**src/rtl/centroid_branch_tracker_macros.svh**
```systemverilog
// Assertion shorthands shared by the tracker RTL.
`ifndef CENTROID_BRANCH_TRACKER_MACROS_SVH
`define CENTROID_BRANCH_TRACKER_MACROS_SVH

// Condition holds at every clock edge out of reset.
`define CTB_ASSERT_NOW(label, clk, rst, cond, msg) \
   label: assert property (@(posedge clk) disable iff (rst) (cond)) else $error(msg);

// Consequent holds in the cycle after the antecedent.
`define CTB_ASSERT_NEXT(label, clk, rst, ante, cons, msg) \
   label: assert property (@(posedge clk) disable iff (rst) (ante) |=> (cons)) else $error(msg);

`endif

```
**src/rtl/ctb_ram.sv**
```systemverilog
module ctb_ram #(
   parameter int WIDTH = 8,
   parameter int DEPTH = 16
) (
   input  logic                     clock,
   input  logic                     wr_en,
   input  logic [$clog2(DEPTH)-1:0] wr_addr,
   input  logic [WIDTH-1:0]         wr_data,
   input  logic [$clog2(DEPTH)-1:0] rd_addr,
   output logic [WIDTH-1:0]         rd_data
);

   logic [WIDTH-1:0] mem [DEPTH];

   always_ff @(posedge clock) begin
      if (wr_en) begin
         mem[wr_addr] <= wr_data;
      end
      rd_data <= mem[rd_addr];
   end

endmodule

```
**config.mk**
```make
export PLATFORM = sky130hd
export DESIGN_NAME = ctb_ram
export DESIGN_NICKNAME = d
export VERILOG_FILES = /design/src/rtl/centroid_branch_tracker_macros.svh /design/src/rtl/ctb_ram.sv
export SDC_FILE = /design/constraint.sdc
export NUM_CORES = 1
export LEC_CHECK = 0
export BUFFER_PORTS_ARGS = -buffer_cell sky130_fd_sc_hd__buf_2
export CAP_MARGIN = 10
export CELL_PAD_IN_SITES_DETAIL_PLACEMENT = 1
export CELL_PAD_IN_SITES_GLOBAL_PLACEMENT = 2
export CORE_MARGIN = 3
export CORE_UTILIZATION = 48
export DETAILED_ROUTE_END_ITERATION = 7
export PLACE_DENSITY = 0.81
export SETUP_SLACK_MARGIN = 0.05
export SLEW_MARGIN = 15
export SYNTH_ARGS = -nofsm -noshare
export SYNTH_HDL_FRONTEND = slang
export SYNTH_SLANG_ARGS = --single-unit
export TNS_END_PERCENT = 100
```
**constraint.sdc**
```tcl
create_clock -name clock -period 1.8 [get_ports clock]
set_input_delay 0.18 -clock clock [delete_from_list [all_inputs] [get_ports clock]]
set_output_delay 0.18 -clock clock [all_outputs]
set_load 0.005 [all_outputs]
```
======== Yosys cells after proc, flatten, opt, wreduce, memory -nomap -nowiden ========
Memory sizes are Yosys's and may differ from the RTL's. A register that Yosys moved wholly into a read port is not among the register bits.
Cells that the tools add are included.
operators by class
  multiplexer cells ....................... 2
operator list
  cell               number
  1-bit two-way mux  2
storage, ports and cells
  bits in registers ....................... 0
  memory bits (writable) .................. 128
  input bits .............................. 18
  output and inout bits ................... 8
  logic and storage cells ................. 3
  memories ................................ 1
memory list
  memory  depth  bits a word  read ports  clocked after memory_dff  write ports  line           RTL
  mem     16     8            1           1                         1            ctb_ram.sv:13  logic [WIDTH-1:0] mem [DEPTH];

======== Logic depth before layout (Yosys ltp) ========
  word-level depth ........................ 2
  depth in mapped cells ................... 5
  depth with buffers taken out ............ 3

======== Least setup slack after synthesis ========
OpenSTA, ideal clock, no wires.
  path kind ............................... in2reg
  start point ............................. in wr_addr[2]
  end point ............................... mem mem[0][0], enable pin
  setup time .............................. 0.383 ns
  arrival time ............................ 1.290 ns
  path slack .............................. 0.127 ns
  stages .................................. 2
  cell sequence ........................... or3b_2 -> nor3_1
RTL lines
  element      line           RTL
  from (decl)  ctb_ram.sv:7   input logic [$clog2(DEPTH)-1:0] wr_addr,
  to (decl)    ctb_ram.sv:13
No word-level cell before the write port.

==> impl_metrics.ini <==
[setup_path]
cp-end-kind = flip-flop
rr_worst_depth = 3
crit_type = reg -> reg
arrival_ns = 1.83
r2r_slack_ns = 0.36
reg2reg_to = rd_data[4]$_DFF_P_
cp_num_buf_inv = 0
critical_path.max_stage_delay_ns = 0.53
critPathLaunchType = flip-flop
crit_chain = mux4_1 -> a22oi_1 -> nand2_1
critPathRequiredTime_ns = 2.19
path_max_fanout = 1
cpLargestDelayFamily = multiplexers
r2r-start = mem[8][4]$_DFFE_PP_
crit_slowest_cell = mux4_1

[clock_tree]
hold_buffers = 0
cts_buffers = 17
tritoncts = done
htreeDepth = 4
clock_sinks = 136
cts_root_buffer = clkbuf_8
clk_pin_slew_worst_paths_ns = 0.06
ctsResizeCount = 0
post_cts_buffers = 0
clk_path_buf_depth = 2
insertion_delay_ns = 0.51

[floorplanning]
core-area_um2 = 10400
start_util_pct = 49.6
io_pins = 26
fp-row-count = 37
die_area_um2 = 12000
die_width_um = 110
die_y_um = 110

[min_path]
worstHoldStart = wr_data[1]
min_path_type = in -> reg
holdPathStages = 1
min_to = mem[3][1]$_DFFE_PP_

[logic_synthesis]
ys_ff_latch = 136
yosysSeqAreaShare_pct = 77.8
synth_cell_types = 19
yosysWarningCount = 0
synth_area_um2 = 5150
postSynthAreaPerCell_um2 = 22.5
synthCells = 229
syn_nets = 247

[global_route]
grt_first_pass_wirelength_mm = 16.8
antenna_found_initial = 0
grt_start_max_net_pins = 33
grtUsageTotal_pct = 20.8
grt_overflow = 0
grt_pass1_vias = 2646

[power_and_ir_drop]
p_leak_nw = 2.08
pwr-share-seq_pct = 50.6
switching_share_pct = 19.6
powerDensity_nw_per_um2 = 1160
p_sw_mw = 1.38
comb_power_share_pct = 4.9
fin_total_pwr_mw = 7.05
p_clk_share_pct = 44.5
p_int_mw = 5.67
ir_drop_uv = 585

[finish]
fin_nets = 303
fillers = 901
final_common_cell = edfxtp_1
final-seq-area_um2 = 4000
diodes = 0
layout-drive-gt1-share_pct = 30.2
mostFrequentLayoutCells = edfxtp_1, buf_2, buf_4
synthToLayoutAreaGrowth_pct = 18.2
multi_input_area_um2 = 1060

[route]
detail_route.iter0.violations = 231
postRouteAntennaNets = 0
drt-pass1-iter-count = 4
drt-vias-per-instance = 5.82
drc = 0
wire_per_inst_um = 25.9
wirelength_mm = 11.2
via_count = 2528

[sta]
finalSetupTns_ns = 0
setup_viol = 0
post-route-period-util_pct = 80.1
maxSlewViolCount = 0
fmaxAchievable_mhz = 693
rsz0062_at_grt = no
worstMarginPinSlew_ns = 0.439
hold_viol_final = 0
skew_ns = 0.00538
slew_headroom_pct = 70.7
period_minus_slack_ns = 1.44

[placed_design]
numPortBuffers = 25
hpwl_mm = 6.88
gp_congestion = 0.704

[flow_run]
maxCapViolCount = 0

[status]
status = finished clean
==> cell type report <==
| class | count | area share [%] |
|---|---|---|
| repair buffers | 47 | 5.18 |
| flip-flops and latches | 136 | 65.8 |
| clock inverters | 3 | 0.658 |
| clock buffers | 29 | 8.20 |
| well taps | 136 | 2.80 |
| multi-input cells | 83 | 17.4 |
==> metrics by stage <==
| step | instances | hold WS [ns] | util, % | setup slack, ns | cell area (µm²) |
|---|---|---|---|---|---|
| final | 434 | 0.0480 | 58.7 | 0.357 | 6090 |
| after floorplan | 229 | 0.279 | - | 0.127 | 5150 |
| after detailed placement | 402 | 0.560 | 53.5 | 0.0986 | 5550 |
| after global routing | 434 | 0.0351 | 58.7 | 0.298 | 6090 |
| after CTS | 434 | 0.0252 | 58.7 | 0.347 | 6090 |
| after global placement | 402 | 0.564 | 53.5 | 0.0906 | 5550 |
==> flip-flops by register name, summed over array words and instances, names as in the netlist <==
| register | flops |
|---|---|
| mem | 128 |
| rd_data | 8 |
==> power groups by stage <==
stage               logic, mW  clock network (mW)  registers (mW)
CTS                     0.350                3.20            3.57
global placement        0.335                   0            3.63
global route            0.373                3.35            3.57
floorplan               0.180                   0            3.62
finish                  0.342                3.14            3.57
detailed placement      0.347                   0            3.63
==> how the worst max path moves through the flow <==
stage	cells past startpoint	start	end	slack, ns
global placement	5	rd_addr[0]	rd_data[1]$_DFF_P_	0.09
detailed placement	5	rd_addr[0]	rd_data[1]$_DFF_P_	0.1
global route	3	mem[0][5]$_DFFE_PP_	rd_data[5]$_DFF_P_	0.30
finish	3	mem[8][4]$_DFFE_PP_	rd_data[4]$_DFF_P_	0.36
floorplan	2	wr_addr[2]	mem[0][0]$_DFFE_PP_	0.13
CTS	3	mem[8][4]$_DFFE_PP_	rd_data[4]$_DFF_P_	0.35
==> layer usage <==
layer  up-vias  GRT usage [%]  part of all wire [%]
li1       1085              -                     -
met1      1343           28.0                    41
met2        87           33.3                    52
met3        13           5.64                   6.0
met4         0           6.95                   1.2
met5         -              0                     0
==> worst register-to-register path: stages, from the launching register on <==
cell and delay, ns:
edfxtp_1 0.39, mux4_1 0.53, a22oi_1 0.31, nand2_1 0.09
==> synthesized netlist by cell type <==
| cell type | instances | area [µm²] |
|---|---|---|
| edfxtp_1 | 128 | 3840 |
| mux4_2 | 18 | 405 |
| a22oi_1 | 16 | 120 |
| mux4_1 | 14 | 368 |
| nor2_1 | 13 | 48.8 |
| nand2_1 | 9 | 33.8 |
| dfxtp_1 | 8 | 160 |
| nor3_1 | 4 | 20.0 |
| buf_2 | 3 | 15.0 |
| buf_6 | 3 | 33.8 |
| clkdlybuf4s25_2 | 3 | 30.0 |
| nand2b_1 | 2 | 12.5 |
| nand3b_1 | 2 | 15.0 |
| and2_1 | 1 | 6.26 |
| and2b_1 | 1 | 7.51 |
| buf_4 | 1 | 7.51 |
| nand3_1 | 1 | 5.00 |
| nor2b_1 | 1 | 6.26 |
| or3b_2 | 1 | 8.76 |
==> kinds of logic after synthesis <==
family | count (synthesis) | share of synthesized area [%]
mux | 32 | 15.0
buf+inv | 10 | 1.68
simple gates | 35 | 3.18
flops | 136 | 77.8
compound gates | 16 | 2.33
Power figures use the tool's default switching activity.
