==> config.mk <==
export PLATFORM = sky130hd
export DESIGN_NAME = ctb_div
export DESIGN_NICKNAME = d
export VERILOG_FILES = /design/src/rtl/centroid_branch_tracker_macros.svh /design/src/rtl/ctb_pkg.sv /design/src/rtl/ctb_div.sv
export SDC_FILE = /design/constraint.sdc
export NUM_CORES = 1
export LEC_CHECK = 0
export CAP_MARGIN = 20
export CELL_PAD_IN_SITES_DETAIL_PLACEMENT = 0
export CELL_PAD_IN_SITES_GLOBAL_PLACEMENT = 1
export CORE_MARGIN = 2
export CORE_UTILIZATION = 44
export CTS_CLUSTER_DIAMETER = 200
export CTS_CLUSTER_SIZE = 20
export DETAILED_ROUTE_END_ITERATION = 8
export DONT_BUFFER_PORTS = 1
export HOLD_SLACK_MARGIN = 0.06
export PLACE_DENSITY_LB_ADDON = 0.1
export SYNTH_ARGS = -nofsm -noshare
export SYNTH_HDL_FRONTEND = slang
export SYNTH_SLANG_ARGS = --single-unit
==> constraint.sdc <==
create_clock -name clock -period 2.9 [get_ports clock]
set_input_delay 0.29 -clock clock [delete_from_list [all_inputs] [get_ports clock]]
set_output_delay 0.29 -clock clock [all_outputs]
set_load 0.01 [all_outputs]
==> src/rtl/centroid_branch_tracker_macros.svh <==
// Assertion shorthands shared by the tracker RTL.
`ifndef CENTROID_BRANCH_TRACKER_MACROS_SVH
`define CENTROID_BRANCH_TRACKER_MACROS_SVH

// Condition holds at every clock edge out of reset.
`define CTB_ASSERT_NOW(label, clk, rst, cond, msg) \
   label: assert property (@(posedge clk) disable iff (rst) (cond)) else $error(msg);

// Consequent holds in the cycle after the antecedent.
`define CTB_ASSERT_NEXT(label, clk, rst, ante, cons, msg) \
   label: assert property (@(posedge clk) disable iff (rst) (ante) |=> (cons)) else $error(msg);

`endif

==> src/rtl/ctb_pkg.sv <==
package ctb_pkg;

   localparam int COORD_W  = 32;
   localparam int BRANCH_W = 16;
   localparam int CNT16_W  = 16;
   localparam int CSR_IDX_W  = 2;
   localparam int CSR_DATA_W = 32;

   typedef struct packed {
      logic [15:0]        layer_index;
      logic signed [31:0] point_x;
      logic signed [31:0] point_y;
      logic signed [31:0] point_z;
      logic [31:0]        thickness;
      logic               point_present;
      logic               last_point;
      logic               last_layer;
   } req_type;

   typedef struct packed {
      logic [15:0] layer_branch;
      logic [1:0]  event_res;
      logic [15:0] births;
      logic [15:0] deaths;
      logic [15:0] splits;
      logic [31:0] components;
      logic [15:0] branches;
      logic        done_res;
      logic        overflow;
   } rsp_type;

   // one centroid table entry
   typedef struct packed {
      logic [BRANCH_W-1:0]       branch;
      logic signed [COORD_W-1:0] cz;
      logic signed [COORD_W-1:0] cy;
      logic signed [COORD_W-1:0] cx;
   } ent_type;

   localparam logic [1:0] EV_PLANAR  = 2'd0;
   localparam logic [1:0] EV_INHERIT = 2'd1;
   localparam logic [1:0] EV_BIRTH   = 2'd2;
   localparam logic [1:0] EV_SPLIT   = 2'd3;

   localparam logic [CSR_IDX_W-1:0] CSR_FIRST_ISO    = 2'd0;
   localparam logic [CSR_IDX_W-1:0] CSR_MIN_DRIFT    = 2'd1;
   localparam logic [CSR_IDX_W-1:0] CSR_DRIFT_FACTOR = 2'd2;

   localparam logic [31:0] MIN_DRIFT_RST    = 32'h0001_0000;
   localparam logic [15:0] DRIFT_FACTOR_RST = 16'd512;
   localparam logic [15:0] ID_FIRST         = 16'd1;
   localparam logic [15:0] CNT16_MAX        = 16'hFFFF;

   localparam logic [1:0] COORD_X = 2'd0;
   localparam logic [1:0] COORD_Z = 2'd2;

   typedef enum logic [15:0] {
      S_IDLE      = 16'h0001,
      S_DIV_GO    = 16'h0002,
      S_DIV_WAIT  = 16'h0004,
      S_CLOSE     = 16'h0008,
      S_THR_MUL   = 16'h0010,
      S_THR_SEL   = 16'h0020,
      S_THR_SQ    = 16'h0040,
      S_THR_LD    = 16'h0080,
      S_SCAN_INIT = 16'h0100,
      S_RD        = 16'h0200,
      S_DX        = 16'h0400,
      S_DY        = 16'h0800,
      S_DZ        = 16'h1000,
      S_CMP       = 16'h2000,
      S_CLASS     = 16'h4000,
      S_FIN       = 16'h8000
   } state_type;

   function automatic logic [15:0] sat_add16(input logic [15:0] a, input logic [15:0] b);
      logic [16:0] s;
      s = {1'b0, a} + {1'b0, b};
      return s[16] ? CNT16_MAX : s[15:0];
   endfunction

   function automatic logic [63:0] sat_add64(input logic [63:0] a, input logic [63:0] b);
      logic [64:0] s;
      s = {1'b0, a} + {1'b0, b};
      return s[64] ? {64{1'b1}} : s[63:0];
   endfunction

endpackage

==> src/rtl/ctb_div.sv <==
module ctb_div import ctb_pkg::*; #(
   parameter int SUMW = 49,
   parameter int CNTW = 17
) (
   input  logic                      clock,
   input  logic                      reset,
   input  logic                      start,
   input  logic signed [SUMW-1:0]    dividend,
   input  logic [CNTW-1:0]           divisor,
   output logic                      done,
   output logic signed [COORD_W-1:0] quotient
);

   localparam int STW = $clog2(SUMW + 1);

   logic            busy_ff, busy_in;
   logic            done_ff, done_in;
   logic [STW-1:0]  step_ff, step_in;
   logic [SUMW-1:0] dvd_ff, dvd_in;
   logic [CNTW-1:0] rem_ff, rem_in;
   logic [CNTW-1:0] dsr_ff, dsr_in;
   logic            neg_ff, neg_in;
   logic            zero_ff, zero_in;
   logic [CNTW:0]   trial;
   logic            ge;
   logic [CNTW:0]   diff;
   logic [COORD_W-1:0] qmag;

   always_comb begin
      busy_in = busy_ff;
      done_in = 1'b0;
      step_in = step_ff;
      dvd_in  = dvd_ff;
      rem_in  = rem_ff;
      dsr_in  = dsr_ff;
      neg_in  = neg_ff;
      zero_in = zero_ff;
      trial   = {rem_ff, dvd_ff[SUMW-1]};
      ge      = trial >= {1'b0, dsr_ff};
      diff    = trial - {1'b0, dsr_ff};
      if (start) begin
         busy_in = 1'b1;
         step_in = STW'(SUMW);
         dvd_in  = dividend[SUMW-1] ? SUMW'(-dividend) : SUMW'(dividend);
         rem_in  = '0;
         dsr_in  = divisor;
         neg_in  = dividend[SUMW-1];
         zero_in = (divisor == '0);
      end else if (busy_ff) begin
         // shift one quotient bit in per cycle
         rem_in  = ge ? diff[CNTW-1:0] : trial[CNTW-1:0];
         dvd_in  = {dvd_ff[SUMW-2:0], ge};
         step_in = step_ff - 1'b1;
         if (step_ff == STW'(1)) begin
            busy_in = 1'b0;
            done_in = 1'b1;
         end
      end
   end

   always_ff @(posedge clock) begin
      if (reset) begin
         busy_ff <= 1'b0;
         done_ff <= 1'b0;
      end else begin
         busy_ff <= busy_in;
         done_ff <= done_in;
      end
   end

   always_ff @(posedge clock) begin
      step_ff <= step_in;
      dvd_ff  <= dvd_in;
      rem_ff  <= rem_in;
      dsr_ff  <= dsr_in;
      neg_ff  <= neg_in;
      zero_ff <= zero_in;
   end

   assign qmag     = dvd_ff[COORD_W-1:0];
   assign done     = done_ff;
   assign quotient = zero_ff ? '0 : (neg_ff ? -$signed(qmag) : $signed(qmag));

endmodule

-- After elaboration in Yosys (flattened, before gate mapping)
Index checks and enable logic that the tools add are counted.
- output and inout port bits: 33
- flip-flop bits (word level): 93
- bits of input ports: 69
- word-level logic and storage cells: 28
- bitwise logic cells: 1
- reductions and logical operators: 3
- equal/unequal tests: 1
- add/sub/neg operators: 4
- multiplexer cells: 10
- order comparisons: 1
- operators by type and width (kind ; count):
    two-way mux 49 bit ; 3
    two-way mux 32 bit ; 2
    negator 49 bit ; 1
    negator 32 bit ; 1
    >= comparator 18 x 17 -> 1 bit ; 1
    zero test 17 bit ; 1
    two-way mux 17 bit ; 1
    subtractor 17 bit ; 1
    == test 6 x 1 -> 1 bit, second input constant ; 1
    subtractor 6 x 1 -> 6 bit, second input constant ; 1
    two-way mux 1 bit ; 4
    OR reduction 3 bit ; 1
    nonzero test 2 bit ; 1
    inverter 1 bit ; 1

-- Depth between registers and ports, before layout
- depth in word-level cells: 4
- mapped depth: 12

-- Worst setup path after synthesis
OpenSTA, ideal clock, no wires.
- kind: register to register
- start point: reg dvd_ff[48]
- end point: reg dvd_ff[0] (data pin)
- buffers on the path: 2
- required time: 2633 ps
- arrival: 2521 ps
- cell stages (with the launch flop): 13
- period minus slack after synthesis: 2787 ps
- path slack: 113 ps
- cell sequence: edfxtp_1 > inv_1 > ha_1 > inv_1 > fa_1 > a21o_1 > a221oi_1 > a2111oi_1 > or2_2 > clkbuf_1 > buf_2 > nor2_1 > a21oi_1
- cells in the longest elaborated chain, start to end: 3
- ends and longest elaborated chain (element ; RTL line ; source):
    start, declared ; ctb_div.sv:19 ; logic [SUMW-1:0] dvd_ff, dvd_in;
    start signal, assigned ; ctb_div.sv:73 ; dvd_ff <= dvd_in;
    >= comparator 18 x 17 -> 1 bit ; ctb_div.sv:39 ; ge = trial >= {1'b0, dsr_ff};
    two-way mux 49 bit ; ctb_div.sv:49 ; end else if (busy_ff) begin
    two-way mux 49 bit ; ctb_div.sv:41 ; if (start) begin
    named net dvd_in[0] ; ctb_div.sv:19 ;
The timed path passes the listed nets, and every way through them passes these cells. The select of a mux whose other input is x is not followed.
A chain may end at the register's enable or synchronous reset.

-- Worst setup path in the final report
- start point: reg dvd_ff[11]
- end point: out quotient[24]
- cells in the longest elaborated chain, start to end: 3
- ends and longest elaborated chain (element ; RTL line ; source):
    negator 32 bit ; ctb_div.sv:82 ; assign quotient = zero_ff ? '0 : (neg_ff ? -$signed(qmag) : $signed(qmag));
    two-way mux 32 bit (2 in series) ; ctb_div.sv:82 ;
    end, declared ; ctb_div.sv:11 ; output logic signed [COORD_W-1:0] quotient
No other way between the ends.

==> summary.md <==
| Metric | Value |
|---|---|
| CP Capture Type | `primary output` |
| Worst-path cell chain | `or4_4 > nor4_4 > buf_4 > nand3_4 > o41ai_4 > xor2_1 > nor2_2` |
| DRC errors left | `0` |
| Largest net degree at the start of global routing | `103` |
| Area share of the largest cell type after synthesis | `31.8%` |
| Area Growth Syn to Fin | `15.8%` |
| Initial DRC count | `334` |
| TritonCTS Buffers | `9` |
| Worst Hold Class | `primary input to flip-flop` |
| Clk pin slew, worst setup/hold paths | `70 ps` |
| Final Cycle Share | `97.9%` |
| First-pass GRT wire length | `27.6 mm` |
| Grt ovf | `0` |
| Clock Latency Late Sink | `350 ps` |
| Worst slack, placed | `122 ps` |
| Vias in the first global route | `5399` |
| Worst Hold Margin | `89.3 ps` |
| Critical Path Start | `dvd_ff[11]$_DFFE_PP_` |
| GR met2 Demand/Resource | `33.6%` |
| Gr usage total | `21.9%` |
| WL final | `17.2 mm` |
| Gr busiest metal | `met2` |
| Outcome | `completed` |
| Number of synthesized flops with an enable pin | `68` |
| Avg Cell Area, Syn | `8.86 µm²` |
| Final GP Congestion | `0.885` |
| Core area | `14400 µm²` |
| Critical path class | `flip-flop to primary output` |
| H-tree levels | `3` |
| Seq cells post-synth | `93` |
| Root Driver | `clkbuf_16` |
| Setup-failing EPs final | `0` |
| Vias/cell | `5.88` |
| Initial antenna violation count | `0` |
| Starting Density | `44.7%` |
| Max clock buf depth | `2` |
| Crit path max fanout | `7` |
| CP max stage delay | `590 ps` |
| Top_reg_cell synth | `edfxtp_1` |
| Die area | `15600 µm²` |
| Fillers | `1346` |
| Ant. Diodes | `0` |
| Max-slew violations | `0` |
| Clk sinks | `93` |
| Yosys top cell by area | `edfxtp_1` |
| Top-count cell post-synth | `nor2_1` |
| Hold Vio Cnt, Final | `0` |
| Sequential cell area fraction in the yosys report | `39.6%` |
| Final-stage net count | `841` |
| Yosys warnings | `0` |
| Row count | `44` |
| Die width | `125 µm` |
| Routed len/inst | `18.4 µm` |
| CP Launch Type | `flip-flop` |
| Met1 usage | `30.3%` |
| Syn Nets | `815` |
| Drt pass-1 iters | `5` |
| Hold Path Origin | `start` |
| RSZ-0062 raised after global routing | `true` |
| # port buffers | `0` |
| Unique masters post-synth | `58` |
| FF-to-FF Start | `dvd_ff[48]$_DFFE_PP_` |
| Die Y | `125 µm` |
| Routed via count | `5524` |
| Met3 global-route usage | `6.49%` |
| Final WS setup | `61.7 ps` |
| Setup TNS | `0 ps` |
| Skew final | `7.15 ps` |
| Tmin final | `2840 ps` |
| Worst slew pin tran | `1080 ps` |
| CP Data Arrival Time | `2550 ps` |
| Mapped Cells | `724` |
| Post-DP HPWL | `12.0 mm` |
| ANT nets after route | `0` |
| Crit path required time | `2610 ps` |
| CTS tree | `done` |
| Layout cell share with drive strength beyond 1 | `11.9%` |
| Post-synthesis async set-or-reset flop share | `0%` |
| Max_cap viols | `0` |
| Critical Path Slowest Stage Cell | `or4_4` |
| Synth cell count leaders | `nor2_1 (104), xor2_1 (78), edfxtp_1 (68)` |
| LEAKAGE | `2.82 nW` |
| # IOs | `102` |
| Power Dens Cells | `510 nW/µm²` |
| Leading post-synthesis cells by cell area | `edfxtp_1 (32%), xor2_1 (11%), dfxtp_1 (7.8%)` |
| Final Util | `51.7%` |
| Cell Area, Synth | `6420 µm²` |
| Worst slew margin | `27.8%` |
| Peak Freq | `352 MHz` |
| Max rail drop VDD | `0.000308 V` |
flip-flops by register name, summed over array words and instances, names as in the netlist:
name	flops
neg_ff	1
dsr_ff	17
done	1
busy_ff	1
dvd_ff	49
zero_ff	1
rem_ff	17
step_ff	6
cells in the final DEF, fill, tap and decap left out, types with 10 or more instances in the layout:
cell / netlist / final
nor2_1: 104 / 101
o41ai_1: 16 / 11
buf_4: 0 / 30
o31ai_1: 25 / 24
nand2_1: 49 / 49
nand3_1: 23 / 21
o21ai_0: 33 / 33
edfxtp_1: 68 / 68
nor3_1: 10 / 10
ha_1: 21 / 21
dlygate4sd3_1: 0 / 20
or3_1: 15 / 15
clkbuf_16: 0 / 10
nand2b_1: 13 / 13
a21oi_1: 67 / 67
xor2_1: 78 / 78
xnor2_1: 11 / 11
dfxtp_1: 25 / 25
inv_1: 28 / 27
stage by stage:
stage | std cells | area (µm²) | power [mW]
floorplan | 724 | 6420 | 2.27
global placement | 889 | 6640 | 2.41
detailed placement | 889 | 6640 | 2.42
CTS | 928 | 7320 | 3.79
global route | 939 | 7430 | 3.98
finish | 939 | 7430 | 3.79
timing repair:
action | 4_1_cts | 5_1_grt
hold endpoints to repair | 51 | 0
buffers inserted | 2 | 11
hold buffers | 21 | 0
pin swaps | 4 | 3
gates resized for setup | 17 | 6
gates cloned | 0 | 0
endpoints found under the setup margin | 8 | 11
kinds of logic after synthesis:
logic type                 after synthesis  synth area share (%)
and+or+nand+nor                        265                  20.3
AOI/OAI and AO/OA                      185                  18.8
DFF                                     93                  39.6
xor gates and xnor gates                89                  12.1
buffers and inverters                   65                  3.82
adders and majority gates               22                  4.41
muxes                                    5                 0.897
power by group:
group          switching [mW]  internal (mW)  total, mW
logic                   0.440          0.340      0.780
registers               0.121           1.58       1.70
clock network           0.561          0.755       1.32
worst paths after layout:
path,endpoint,slack [ps],cells after the start
max,quotient[24],60,7
min,rem_ff[10]$_SDFFE_PP0P_,90,2
max reg2reg,rem_ff[10]$_SDFFE_PP0P_,280,10
min reg2reg,rem_ff[4]$_SDFFE_PP0P_,500,2
layer usage:
layer | up-vias | wire length (µm)
li1 | 2695 | -
met1 | 2677 | 8170
met2 | 134 | 7790
met3 | 18 | 1080
met4 | 0 | 218
met5 | - | 0
worst max-delay path: cells and delay by family, from the launching register on:
family,cells,cell delay (ps)
DFF,1,420
xor gates and xnor gates,1,270
buffers and inverters,1,190
AOI/OAI and AO/OA,1,350
and+or+nand+nor,4,990
cell type report:
cell class	instances	area (µm²)	share of cell area [%]
multi-input combinational	566	3770	50.7
sequential	93	2540	34.2
timing repair buffer	52	457	6.15
clock buffer	11	264	3.55
tap	184	230	3.10
inverter	28	105	1.41
clock inverter	5	63.8	0.859
No activity file was read; power rests on OpenSTA's default activity.
